File: src/hdl/dither_pattern_expander_macros.svh
// ----------------------------------------------------------------------------
// Dither pattern expander assertion macros
// Shared concurrent assertion shorthands, clocked on clk and muted in reset.
// ----------------------------------------------------------------------------
`ifndef DITHER_PATTERN_EXPANDER_MACROS_SVH
`define DITHER_PATTERN_EXPANDER_MACROS_SVH

// The consequent must hold in the same cycle as the antecedent.
`define DPE_ASSERT_SAME(label, ante, cons, msg) \
  label: assert property (@(posedge clk) disable iff (rst) (ante) |-> (cons)) \
    else $error(msg);

// The consequent must hold in the cycle after the antecedent.
`define DPE_ASSERT_NEXT(label, ante, cons, msg) \
  label: assert property (@(posedge clk) disable iff (rst) (ante) |=> (cons)) \
    else $error(msg);

`endif

File: src/hdl/dpe_pkg.sv
// ----------------------------------------------------------------------------
// Dither pattern expander package
// Size codes, dither matrices, threshold steps and the shared item type.
// ----------------------------------------------------------------------------
package dpe_pkg;

  typedef logic [1:0] mode_t;
  typedef logic [7:0] gray_t;
  typedef logic [2:0] idx_t;
  typedef logic [13:0] thr_t;

  localparam mode_t MODE_2X2 = 2'd0;
  localparam mode_t MODE_3X3 = 2'd1;
  localparam mode_t MODE_4X4 = 2'd2;
  localparam mode_t MODE_8X8 = 2'd3;

  // An input item waiting in the buffer stage.
  typedef struct packed {
    logic  valid;
    gray_t gray;
  } item_t;

  // Integer quotient 255 / (n*n + 1) for each size.
  localparam logic [7:0] STEP [4] = '{8'd51, 8'd25, 8'd15, 8'd3};

  // Largest row or column offset, n - 1, for each size.
  localparam idx_t LAST_IDX [4] = '{3'd1, 3'd2, 3'd3, 3'd7};

  localparam logic [5:0] DM2 [2][2] = '{'{6'd0, 6'd2}, '{6'd3, 6'd1}};

  localparam logic [5:0] DM3 [3][3] = '{
    '{6'd0, 6'd7, 6'd3}, '{6'd6, 6'd5, 6'd2}, '{6'd4, 6'd1, 6'd8}};

  localparam logic [5:0] DM4 [4][4] = '{
    '{6'd0,  6'd8,  6'd2,  6'd10}, '{6'd12, 6'd4, 6'd14, 6'd6},
    '{6'd3,  6'd11, 6'd1,  6'd9},  '{6'd15, 6'd7, 6'd13, 6'd5}};

  localparam logic [5:0] DM8 [8][8] = '{
    '{6'd0,  6'd48, 6'd12, 6'd60, 6'd3,  6'd51, 6'd15, 6'd63},
    '{6'd32, 6'd16, 6'd44, 6'd28, 6'd35, 6'd19, 6'd47, 6'd31},
    '{6'd8,  6'd56, 6'd4,  6'd52, 6'd11, 6'd59, 6'd7,  6'd55},
    '{6'd40, 6'd24, 6'd36, 6'd20, 6'd43, 6'd27, 6'd39, 6'd23},
    '{6'd2,  6'd50, 6'd14, 6'd62, 6'd1,  6'd49, 6'd13, 6'd61},
    '{6'd34, 6'd18, 6'd46, 6'd30, 6'd33, 6'd17, 6'd45, 6'd29},
    '{6'd10, 6'd58, 6'd6,  6'd54, 6'd9,  6'd57, 6'd5,  6'd53},
    '{6'd42, 6'd26, 6'd38, 6'd22, 6'd41, 6'd25, 6'd37, 6'd21}};

  // Threshold for the pixel at (row, col) of the current size.
  function automatic thr_t threshold(mode_t mode, idx_t row, idx_t col);
    logic [5:0] entry;
    begin
      entry = '0;
      case (mode)
        MODE_2X2: entry = DM2[row[0]][col[0]];
        MODE_3X3: begin
          if (row[1:0] != 2'd3 && col[1:0] != 2'd3) begin
            entry = DM3[row[1:0]][col[1:0]];
          end
        end
        MODE_4X4: entry = DM4[row[1:0]][col[1:0]];
        default:  entry = DM8[row][col];
      endcase
      return thr_t'(STEP[mode]) * thr_t'(entry);
    end
  endfunction

endpackage

File: src/hdl/dpe_in_buf.sv
// ----------------------------------------------------------------------------
// Dither pattern expander input buffer
// One-entry holding register that takes the next gray item while the
// expander is still emitting the pixels of the current one.
// ----------------------------------------------------------------------------
module dpe_in_buf (
  input  logic           clk,
  input  logic           rst,
  input  logic           in_valid,
  output logic           in_stall,
  input  dpe_pkg::gray_t gray_level,
  input  logic           take,
  output dpe_pkg::item_t item
);

  logic buf_valid;
  dpe_pkg::gray_t buf_gray;
  logic accept;

  assign in_stall = buf_valid && !take;
  assign accept   = in_valid && !in_stall;

  always_ff @(posedge clk) begin
    if (rst) begin
      buf_valid <= 1'b0;
    end else if (accept) begin
      buf_valid <= 1'b1;
    end else if (take) begin
      buf_valid <= 1'b0;
    end
  end

  always_ff @(posedge clk) begin
    if (accept) begin
      buf_gray <= gray_level;
    end
  end

  assign item.valid = buf_valid;
  assign item.gray  = buf_gray;

endmodule

File: src/hdl/dpe_expander.sv
// ----------------------------------------------------------------------------
// Dither pattern expander pixel sequencer
// Walks the n by n block row by row, compares the gray level with each
// threshold and registers one output pixel per cycle while out_stall is low.
// ----------------------------------------------------------------------------
`include "dither_pattern_expander_macros.svh"

module dpe_expander (
  input  logic           clk,
  input  logic           rst,
  input  dpe_pkg::mode_t mode,
  input  dpe_pkg::item_t item,
  output logic           take,
  output logic           out_valid,
  input  logic           out_stall,
  output logic           white,
  output dpe_pkg::idx_t  sub_row,
  output dpe_pkg::idx_t  sub_col,
  output logic           block_last
);

  logic           active;
  dpe_pkg::gray_t gray;
  dpe_pkg::idx_t  row;
  dpe_pkg::idx_t  col;

  logic           adv;
  logic           src_valid;
  dpe_pkg::gray_t src_gray;
  dpe_pkg::idx_t  src_row;
  dpe_pkg::idx_t  src_col;
  dpe_pkg::idx_t  last_idx;
  logic           src_last;
  logic           src_white;

  // The output register moves whenever it is empty or being taken.
  assign adv = !out_valid || !out_stall;

  // A block in progress has priority; otherwise start the buffered item.
  always_comb begin
    if (active) begin
      src_valid = 1'b1;
      src_gray  = gray;
      src_row   = row;
      src_col   = col;
    end else begin
      src_valid = item.valid;
      src_gray  = item.gray;
      src_row   = '0;
      src_col   = '0;
    end
  end

  assign take      = adv && !active && item.valid;
  assign last_idx  = dpe_pkg::LAST_IDX[mode];
  assign src_last  = (src_row == last_idx) && (src_col == last_idx);
  assign src_white = {6'd0, src_gray} >= dpe_pkg::threshold(mode, src_row, src_col);

  always_ff @(posedge clk) begin
    if (rst) begin
      active    <= 1'b0;
      out_valid <= 1'b0;
    end else if (adv) begin
      out_valid <= src_valid;
      if (src_valid) begin
        active <= !src_last;
      end
    end
  end

  always_ff @(posedge clk) begin
    if (adv && src_valid) begin
      gray       <= src_gray;
      white      <= src_white;
      sub_row    <= src_row;
      sub_col    <= src_col;
      block_last <= src_last;
      if (src_col == last_idx) begin
        col <= '0;
        row <= src_row + 3'd1;
      end else begin
        col <= src_col + 3'd1;
        row <= src_row;
      end
    end
  end

  `DPE_ASSERT_SAME(a_last_on_diagonal, out_valid && block_last, sub_row == sub_col,
    "block_last raised off the block corner")
  `DPE_ASSERT_SAME(a_block_in_progress, out_valid && !block_last, active,
    "sequencer went idle before the block was finished")
  `DPE_ASSERT_SAME(a_no_take_mid_block, active, !take,
    "buffered item taken while a block was still in progress")

endmodule

File: src/hdl/dither_pattern_expander.sv
// ----------------------------------------------------------------------------
// Dither pattern expander
// Expands each 8-bit gray pixel into an n by n block of binary pixels by
// ordered dithering, with n = 2, 3, 4 or 8 set by the size register.
// ----------------------------------------------------------------------------
// Usage:
// The input channel (in_valid, in_stall, gray_level) carries one gray item.
// The output channel (out_valid, out_stall, white, sub_row, sub_col,
// block_last) carries n*n binary pixels per item, row by row, and
// block_last marks the final pixel of each block.
// An accepted gray item enters a one-entry buffer; its first pixel is
// registered into the output register when the sequencer is free.
// The sequencer emits one pixel per cycle while out_stall is low, so a
// block holds n*n pixels (4, 9, 16 or 64). The buffer takes the next
// item while the current block is emitted, and blocks follow each other
// without a gap.
// When the receiver raises out_stall the current pixel holds, the sequencer
// stops, and in_stall rises as soon as the buffer is full.
// Synchronous reset empties the buffer and the output register and sets
// the size register to 2x2. Write the size (cfg_wr_en, cfg_wr_data) only
// while no block is in flight.
// ----------------------------------------------------------------------------
module dither_pattern_expander (
  input  logic       clk,
  input  logic       rst,
  input  logic       cfg_wr_en,
  input  logic [1:0] cfg_wr_data,
  input  logic       in_valid,
  output logic       in_stall,
  input  logic [7:0] gray_level,
  output logic       out_valid,
  input  logic       out_stall,
  output logic       white,
  output logic [2:0] sub_row,
  output logic [2:0] sub_col,
  output logic       block_last
);

  // Size register: 0 = 2x2, 1 = 3x3, 2 = 4x4, 3 = 8x8.
  dpe_pkg::mode_t pattern_size_mode;
  dpe_pkg::item_t item;
  logic           take;

  always_ff @(posedge clk) begin
    if (rst) begin
      pattern_size_mode <= dpe_pkg::MODE_2X2;
    end else if (cfg_wr_en) begin
      pattern_size_mode <= cfg_wr_data;
    end
  end

  // The buffer decouples the sender from the block being emitted.
  dpe_in_buf u_in_buf (
    .clk        (clk),
    .rst        (rst),
    .in_valid   (in_valid),
    .in_stall   (in_stall),
    .gray_level (gray_level),
    .take       (take),
    .item       (item)
  );

  // The sequencer walks the block and owns the output register.
  dpe_expander u_expander (
    .clk        (clk),
    .rst        (rst),
    .mode       (pattern_size_mode),
    .item       (item),
    .take       (take),
    .out_valid  (out_valid),
    .out_stall  (out_stall),
    .white      (white),
    .sub_row    (sub_row),
    .sub_col    (sub_col),
    .block_last (block_last)
  );

endmodule
File: config.mk
export PLATFORM = sky130hd
export DESIGN_NAME = dither_pattern_expander
export DESIGN_NICKNAME = d
export VERILOG_FILES = /design/src/hdl/dpe_pkg.sv /design/src/hdl/dpe_in_buf.sv /design/src/hdl/dpe_expander.sv /design/src/hdl/dither_pattern_expander.sv
export VERILOG_INCLUDE_DIRS = /design/src /design/src/hdl
export SDC_FILE = /design/constraint.sdc
export NUM_CORES = 1
export LEC_CHECK = 0
export BUFFER_PORTS_ARGS = -buffer_cell sky130_fd_sc_hd__buf_2
export CAP_MARGIN = 25
export CORE_UTILIZATION = 61
export DETAILED_ROUTE_END_ITERATION = 6
export PLACE_DENSITY = 0.81
export SLEW_MARGIN = 20
export SYNTH_ARGS = -nofsm -noshare
export SYNTH_HDL_FRONTEND = slang
export SYNTH_SLANG_ARGS = --single-unit
File: constraint.sdc
create_clock -name clk -period 7.2 [get_ports clk]
set_clock_uncertainty 0.15 [all_clocks]
set_input_delay 0.72 -clock clk [delete_from_list [all_inputs] [get_ports clk]]
set_output_delay 0.72 -clock clk [all_outputs]
set_load 0.05 [all_outputs]
Yosys cells after proc, flatten, opt, wreduce, memory -nomap -nowiden --
Memories as Yosys holds them, arrays and structs flattened. Index checks and enable logic that the tools add are counted.
Operators by class: $add $sub $neg 2, multiply operators 1, magnitude comparators 8, eq/ne operators 6, multiplexer cells 38, bitwise gates (word level) 7, reduce and logical (&&, ||, !) cells 17
Operators by type and width (count):
- $mux 48 | 2
- $mux 6 | 10
- $bmux 24 s2 | 1
- $mux 24 | 2
- $bmux 18 s2 | 1
- $mux 18 | 2
- $mux 8 | 4
- $bmux 6 s2 | 2
- $mux 12 | 2
- $bmux 6 s3 | 1
- $pmux 6 s3 | 1
- $bmux 8 s2 | 1
- $mux 3 | 5
- $ge 8x14->1 | 1
- $mul 8x6->14 | 1
- $ge 3x3->1 const B | 3
- $not 2->3 | 3
- $ge 4x4->1 const B | 2
- $not 3->4 | 2
- $logic_and 1x1->1 | 7
- $add 3x1->3 const B | 2
- $bmux 3 s2 | 1
- $eq 3x3->1 | 2
- $logic_not 1->1 | 6
- other kinds (10) | 15
Storage, ports and cells: register bits after elaboration 35, ROM bits 384, input port bits 15, output and inout port bits 10, memories kept 1
Memory list:
- (no name shown) | words 8, bits a word 48, read ports 1, clocked after memory_dff 0, write ports 0, line dpe_pkg.sv:61 | default: entry = DM8[row][col];

Logic depth before layout (Yosys ltp) --
Gate-level depths: netlist (run 1).
word-level depth 12, gate-level depth with buffers 23

Modules after synthesis --
Synthesis (run 1) repeated with hierarchy kept, for this count alone.
Unflattened totals: cells, all modules 303, area total of the unflattened synthesis 3076.7 sq um
Modules (own cells, without submodules):
- dpe_expander | times used 1, cells each 284, area an instance 2711.4 sq um
- dpe_in_buf | times used 1, cells each 13, area an instance 297.8 sq um
- dither_pattern_expander | times used 1, cells each 6, area an instance 67.6 sq um

Worst setup path after synthesis (run 1) --
Ideal clock, no wire load.
path type register to register, start register pattern_size_mode[1], end register u_expander.white (data pin), setup time 0.176 ns, arrival 4.886 ns, data required time 6.874 ns, slack 1.988 ns, cell stages (with the launch flop) 23, path buffers 1, period minus slack after synthesis 5.212 ns, path through dfxtp_1 -> inv_1 -> ha_1 -> buf_2 -> o21ai_0 -> a21oi_1 -> o311a_1 -> and2_1 -> fa_1 -> inv_1 -> fa_1 -> fa_1 -> inv_1 -> ha_1 -> a21oi_1 -> inv_1 -> a21oi_1 -> xor2_1 -> ha_1 -> nand4_1 -> o31ai_1 -> o2111ai_1 -> nor4_1
On the way: longest elaborated chain between the ends 6, elaborated cells on any way between the ends 10, those cells by class mul (1); order compare (1); eq/ne (2); mux (4); bitwise (1); reduce/logical (1)
Ends and longest elaborated chain:
- start, declared | line dither_pattern_expander.sv:40 | dpe_pkg::mode_t pattern_size_mode;
- start signal, assigned | line dither_pattern_expander.sv:46 | pattern_size_mode <= dpe_pkg::MODE_2X2;
- start signal, assigned | line dither_pattern_expander.sv:48 | pattern_size_mode <= cfg_wr_data;
- $not 2->3 (implied by the code) | line dpe_pkg.sv:63 | return thr_t'(STEP[mode]) * thr_t'(entry);
- $bmux 8 s2 | line dpe_pkg.sv:63
- $mux 8 (implied by the code) (2 in series) | line dpe_pkg.sv:63
- $mul 8x6->14 * | line dpe_pkg.sv:63
- $ge 8x14->1 * | line dpe_expander.sv:57 | assign src_white = {6'd0, src_gray} >= dpe_pkg::threshold(mode, src_row, src_col);
- named net u_expander.src_white | line dpe_expander.sv:34 | logic src_white;
- end signal, assigned | line dpe_expander.sv:74 | white <= src_white;
- end, declared | line dpe_expander.sv:16 | output logic white,
Mark *: on every way through the listed nets, which the timed path passes. The rest lies on a longest branch. The select of a mux whose other input is x is not followed. A chain may end at the register's enable or synchronous reset.

Final worst setup path (run 1) --
Same ends and word-level chain as after synthesis.

==> impl_metrics.csv, run 1 <==
group,metric,value,unit
sta,hold_violations,0,
yosys,synthArstFlopShare,0,%
clock_network,clk_latency,280,ps
hold_path,min_from,"u_expander.out_valid$_SDFFE_PP0N_",
floorplan,fp.dieW,72.6,µm
yosys,ys_top_cells_by_count,"inv_1, ha_1, edfxtp_1, nand2_1, a21oi_1",
yosys,synth_edf_count,30,
run,maxCapViolations,0,
yosys,syn_inst,300,
clock_network,cts_buffer_depth,2,
yosys,yosys.area.top_type_share,29.6,%
finish,fillers,376,
grt,grt_pass1_wl,9.34,mm
yosys,yosysMostFrequentCell,"inv_1",
yosys,yosysUniqueCellTypes,51,
critical_path,crit_top_cell,"inv_1",
clock_network,cts_tree,"built",
sta,holdWs,414,ps
finish,fin_cells,387,
critical_path,endpoint_kind,"flop",
power,total_power,0.563,mW
drt,ant_nets,0,
critical_path,worstPathCellList,"inv_1 > ha_1 > nor3b_1 > o21ai_0 > o311ai_0 > and3_1 > and2_1 > fa_1 > inv_1 > fa_1 > fa_1 > inv_1 > ha_1 > a21oi_1 > inv_1 > a21oi_1 > xor2_1 > ha_1 > nand4_1 > o31ai_1 > o2111ai_1 > nor4_1",
sta,worstMarginPinSlew,651,ps
placed_design,dp.cells,379,
finish,postLayoutCoreUtil,69.4,%
floorplan,start_util,63.9,%
power,p_int,0.396,mW
sta,fin_crit_sh,81.4,%
hold_path,hold_class,"reg2reg",
clock_network,cts.hold.buffers_added,0,
critical_path,r2r-start,"pattern_size_mode[1]$_SDFFE_PP0P_",
finish,area_delta_synth_final,8.60,%
placed_design,numPortBuffers,24,
grt,grt_max_degree,26,
finish,nets,386,
finish,regArea,1000,µm²
outcome,outcome,"finished clean",
drt,wl,5.44,mm
placed_design,post-dp-hpwl,4.23,mm
grt,first_global_vias,2121,
sta,drv_slew,0,
floorplan,row_count,25,
clock_network,clkSinkCount,35,
placed_design,place_congestion,0.865,
power,switching_share,29.6,%
power,pwr-share-seq,46.0,%
sta,period_needed,5860,ps
drt,first_iter_violations,103,
yosys,synth_area_per_cell,10.1,µm²
drt,viasPerCell,5.56,
drt,wl_per_cell,14.0,µm
drt,via_count,2151,
finish,multi_input_area,1840,µm²
critical_path,critPathSlowestCell,"fa_1",
power,p_switching,0.167,mW
sta,rsz0062_at_grt,"no",
critical_path,critPathLaunch,"pattern_size_mode[1]$_SDFFE_PP0P_",
yosys,postSynthNetCount,367,
yosys,synth_area,3040,µm²
yosys,synth_seq_area_share,32.9,%
critical_path,crit_arrival,5790,ps
floorplan,die_height,72.6,µm
yosys,ys_ff_latch,35,
critical_path,start_kind,"flop",
drt,drt-pass1-iter-count,4,
yosys,synth_top_cell_by_area,"edfxtp_1",
clock_network,cts_root_buffer,"clkbuf_8",
power,clockPowerShare,29.8,%
grt,antenna_found_initial,0,
yosys,yosys_warnings,0,
critical_path,criticalPathCategory,"reg2reg",
grt,grt_overflow,0,
floorplan,core_area,4750,µm²
clock_network,cts.repair.resized,0,
sta,setup_viol,0,
clock_network,clkTransAtPathRegs,70,ps
power,total_leakage_power,1.53,nW
grt,grt_use_total,23.1,%
critical_path,worstPathRequired,7130,ps
power,power_density,171,nW/µm²
finish,layout-drive-gt1-share,15.0,%
sta,slew_headroom,56.5,%
clock_network,cts_buffers,5,
finish,diodes,0,
clock_network,post_cts_buffers,0,
sta,fmax,0.171,GHz
yosys,yosys-top-cells-area,"edfxtp_1, ha_1, fa_1, inv_1, and2_1",
floorplan,io_pins,25,
critical_path,crit_path_max_incr_delay,560,ps
yosys,synth-main-ff-cell,"edfxtp_1",
clock_network,htree_levels,2,
sta,tns,0,ps
drt,drc_errors,0,
critical_path,cp_max_fo,14,
floorplan,die-area,5270,µm²
power,p_comb_share,24.1,%
power,vdd_ir_drop_max,0.000146,V
-- path summary, 6_finish.rpt --
kind	endpoint	slack [ps]	cells past startpoint
max	u_expander.white$_DFFE_PP_	1340	22
min	u_expander.out_valid$_SDFFE_PP0N_	410	2
max reg2reg	u_expander.white$_DFFE_PP_	1340	22
min reg2reg	u_expander.out_valid$_SDFFE_PP0N_	410	2
-- worst max-delay path: cells and delay by family (launching register included) --
kind / cells / cell delay [ps]
xor gates and xnor gates: 1 / 90
and+or+nand+nor: 5 / 1040
buffers and inverters: 4 / 300
adders and majority gates: 6 / 2600
DFF: 1 / 410
AOI/OAI and AO/OA: 6 / 1060
-- power groups by stage --
stage	registers, mW	logic [mW]	clock network, mW
2_1_floorplan	0.272	0.0947	0
3_3_place_gp	0.263	0.131	0
3_5_place_dp	0.264	0.135	0
4_1_cts	0.259	0.136	0.171
5_1_grt	0.262	0.153	0.179
6_report	0.259	0.136	0.168
-- stage by stage --
stage	instance area (µm²)	setup WS (ps)
6_report	3300	1340
5_1_grt	3300	829
4_1_cts	3300	1310
3_5_place_dp	3190	1420
3_3_place_gp	3190	1660
2_1_floorplan	3040	1990
-- placed cells by master (no fill, tap or decap), types with 9 or more instances in the layout --
| master | netlist | final |
|---|---|---|
| nand2_1 | 21 | 21 |
| nor2_1 | 17 | 16 |
| fa_1 | 17 | 17 |
| a21oi_1 | 19 | 19 |
| o21ai_0 | 11 | 11 |
| buf_2 | 7 | 24 |
| edfxtp_1 | 30 | 30 |
| xor2_1 | 9 | 9 |
| ha_1 | 35 | 35 |
| and2_1 | 18 | 18 |
| inv_1 | 37 | 37 |
-- cell type report --
cell class                      instances  area share, %
Multi-Input combinational cell        215           55.8
Clock inverter                          3           1.17
Sequential cell                        35           30.3
Tap cell                               67           2.54
Inverter                               37           4.21
Timing Repair Buffer                   25           3.87
Clock buffer                            5           2.08
-- sequential cells by signal (all words and copies together) (netlist names) --
| name | cells |
|---|---|
| u_expander.active | 1 |
| u_in_buf.buf_gray | 8 |
| u_expander.col | 3 |
| u_expander.gray | 8 |
| u_expander.white | 1 |
| u_expander.sub_row | 3 |
| u_expander.row | 3 |
| u_in_buf.buf_valid | 1 |
| u_expander.block_last | 1 |
| u_expander.out_valid | 1 |
| u_expander.sub_col | 3 |
| pattern_size_mode | 2 |
-- cell families after synthesis --
logic type | Yosys count | share of synthesized area, %
AO/OA/AOI/OAI | 53 | 11.5
XOR/XNOR | 16 | 4.61
adder cells (fa/ha/maj) | 52 | 25.6
buffers and inverters | 50 | 6.71
flip-flops | 35 | 32.9
multiplexers | 11 | 3.91
AND/OR/NAND/NOR | 83 | 14.7
-- metal layers --
metal,GRT usage (%),part of all wire (%)
met1,27.9,44
met2,41.5,51
met3,4.14,3.2
met4,7.63,1.9
met5,0,0
No activity file was read; power rests on OpenSTA's default activity.
==> inputs of run 2 (changes only) <==
==> constraint.sdc (replaced) <==
create_clock -name clk -period 5.9 [get_ports clk]
set_clock_uncertainty 0.15 [all_clocks]
set_input_delay 0.59 -clock clk [delete_from_list [all_inputs] [get_ports clk]]
set_output_delay 0.59 -clock clk [all_outputs]
set_load 0.05 [all_outputs]
==> run 2 against run 1 <==
  * Global-route usage increased by 1.2 points
  * Sequential power increased by 22%
  * Worst setup slack got worse by 1000 ps
  * Count of clock-buffer cells in the layout increased by 1
  * Critical path type unchanged
  * Clock power increased by 36%
==> impl_metrics.csv, run 2 (synthesis results as in run 1) <==
group,metric,value,unit
outcome,outcome,"finished clean",
critical_path,endpoint_kind,"flop",
clock_network,htree_levels,2,
drt,wl_per_cell,14.4,µm
sta,fmax,0.179,GHz
sta,tns,0,ps
drt,drt-pass1-iter-count,4,
finish,nets,391,
finish,diodes,0,
hold_path,hold_class,"in2reg",
sta,worstMarginPinSlew,715,ps
finish,final_cell_mix,"inv_1, ha_1, edfxtp_1, buf_2, nand2_1",
grt,grt_pass1_wl,9.67,mm
sta,period_needed,5590,ps
grt,grt_use_total,24.3,%
finish,layout-drive-gt1-share,17.5,%
grt,antenna_found_initial,0,
sta,setup_viol,0,
finish,final_common_cell,"inv_1",
critical_path,worstPathCellList,"o21ba_2 > o21ai_0 > a21oi_1 > o311a_1 > and2_1 > fa_1 > inv_1 > fa_1 > fa_1 > inv_1 > ha_1 > a21oi_2 > inv_1 > a21oi_1 > xor2_1 > ha_1 > nand4_1 > o31ai_1 > o2111ai_1 > nor4_1",
drt,via_count,2148,
clock_network,post_cts_buffers,0,
floorplan,fp.dieW,72.6,µm
clock_network,cts_buffers,5,
critical_path,worstPathRequired,5860,ps
floorplan,row_count,25,
critical_path,crit_family,"adder cells",
drt,ant_nets,0,
clock_network,clkTransAtPathRegs,70,ps
run,maxCapViolations,0,
placed_design,dpl_cell_area,3230,µm²
finish,reg_top3,"u_expander.gray: 8 flops, u_in_buf.buf_gray: 8 flops",
sta,slew_headroom,51.1,%
critical_path,critPathSlowestCell,"edfxtp_1",
placed_design,numPortBuffers,24,
floorplan,die_height,72.6,µm
drt,viasPerCell,5.48,
placed_design,post-dp-hpwl,4.28,mm
sta,drv_slew,0,
power,power_density,213,nW/µm²
finish,design_area,3360,µm²
drt,first_iter_violations,225,
critical_path,cp_num_buf_inv,3,
clock_network,clk_latency,290,ps
grt,grt_overflow,0,
clock_network,cts_buffer_depth,2,
power,total_leakage_power,1.56,nW
floorplan,core_area,4750,µm²
finish,area_delta_synth_final,10.6,%
critical_path,start_kind,"flop",
clock_network,clkSinkCount,35,
clock_network,cts_tree,"built",
clock_network,cts_root_buffer,"clkbuf_8",
finish,postLayoutCoreUtil,70.7,%
critical_path,criticalPathCategory,"reg2reg",
critical_path,cp_max_fo,16,
floorplan,io_pins,25,
drt,drc_errors,0,
sta,hold_violations,0,
critical_path,crit_path_max_incr_delay,650,ps
floorplan,die-area,5270,µm²
power,vdd_ir_drop_max,0.000221,V
critical_path,crit_arrival,5550,ps
clock_network,cts.hold.buffers_added,0,
floorplan,start_util,63.9,%
grt,grt_max_degree,25,
drt,wl,5.65,mm
grt,first_global_vias,2123,
sta,fin_crit_sh,94.7,%
placed_design,place_congestion,0.849,
sta,rsz0062_at_grt,"no",
## run 2: per-stage QoR
stage	hold WS, ps	total power [mW]	cells	setup slack [ps]
2_1_floorplan	345	0.448	300	688
3_3_place_gp	373	0.482	383	278
3_5_place_dp	383	0.491	384	180
4_1_cts	311	0.721	392	163
5_1_grt	305	0.751	392	6.49
6_report	318	0.718	392	311
## run 2: path summary, 6_finish.rpt
kind | startpoint | endpoint | slack, ps | cells after the start
hold reg to reg | u_in_buf.buf_valid$_SDFFE_PP0P_ | u_in_buf.buf_valid$_SDFFE_PP0P_ | 390 | 2
setup / recovery | u_expander.col[0]$_SDFFCE_PP0P_ | u_expander.white$_DFFE_PP_ | 310 | 20
hold / removal | gray_level[4] | u_in_buf.buf_gray[4]$_DFFE_PP_ | 320 | 1
setup reg to reg | u_expander.col[0]$_SDFFCE_PP0P_ | u_expander.white$_DFFE_PP_ | 310 | 20
## run 2: metal layers
| metal | track usage (%) | share of wire, % | wire length (µm) | vias up |
|---|---|---|---|---|
| li1 | - | - | - | 1078 |
| met1 | 31.3 | 44 | 2470 | 1011 |
| met2 | 40.7 | 51 | 2900 | 53 |
| met3 | 4.83 | 3.8 | 215 | 6 |
| met5 | 0 | 0 | 0 | - |
| met4 | 8.71 | 0.97 | 55 | 0 |
## run 2: report_power, final
group / internal (mW) / switching [mW]
Sequential: 0.297 / 0.0177
Clock: 0.139 / 0.0896
Combinational: 0.0672 / 0.107
Total: 0.503 / 0.214
## run 2: cell type report
type	instances	area (µm²)
Clock inverter	2	38.8
Multi-Input combinational cell	215	1840
Clock buffer	6	82.6
Inverter	37	139
Tap cell	67	83.8
Timing Repair Buffer	30	173
Fill cell	363	1390
Sequential cell	35	1000
## run 2: what timing repair did
action	in CTS	in global routing
hold endpoints to repair	0	0
resized for setup	0	3
setup endpoints to repair	0	1
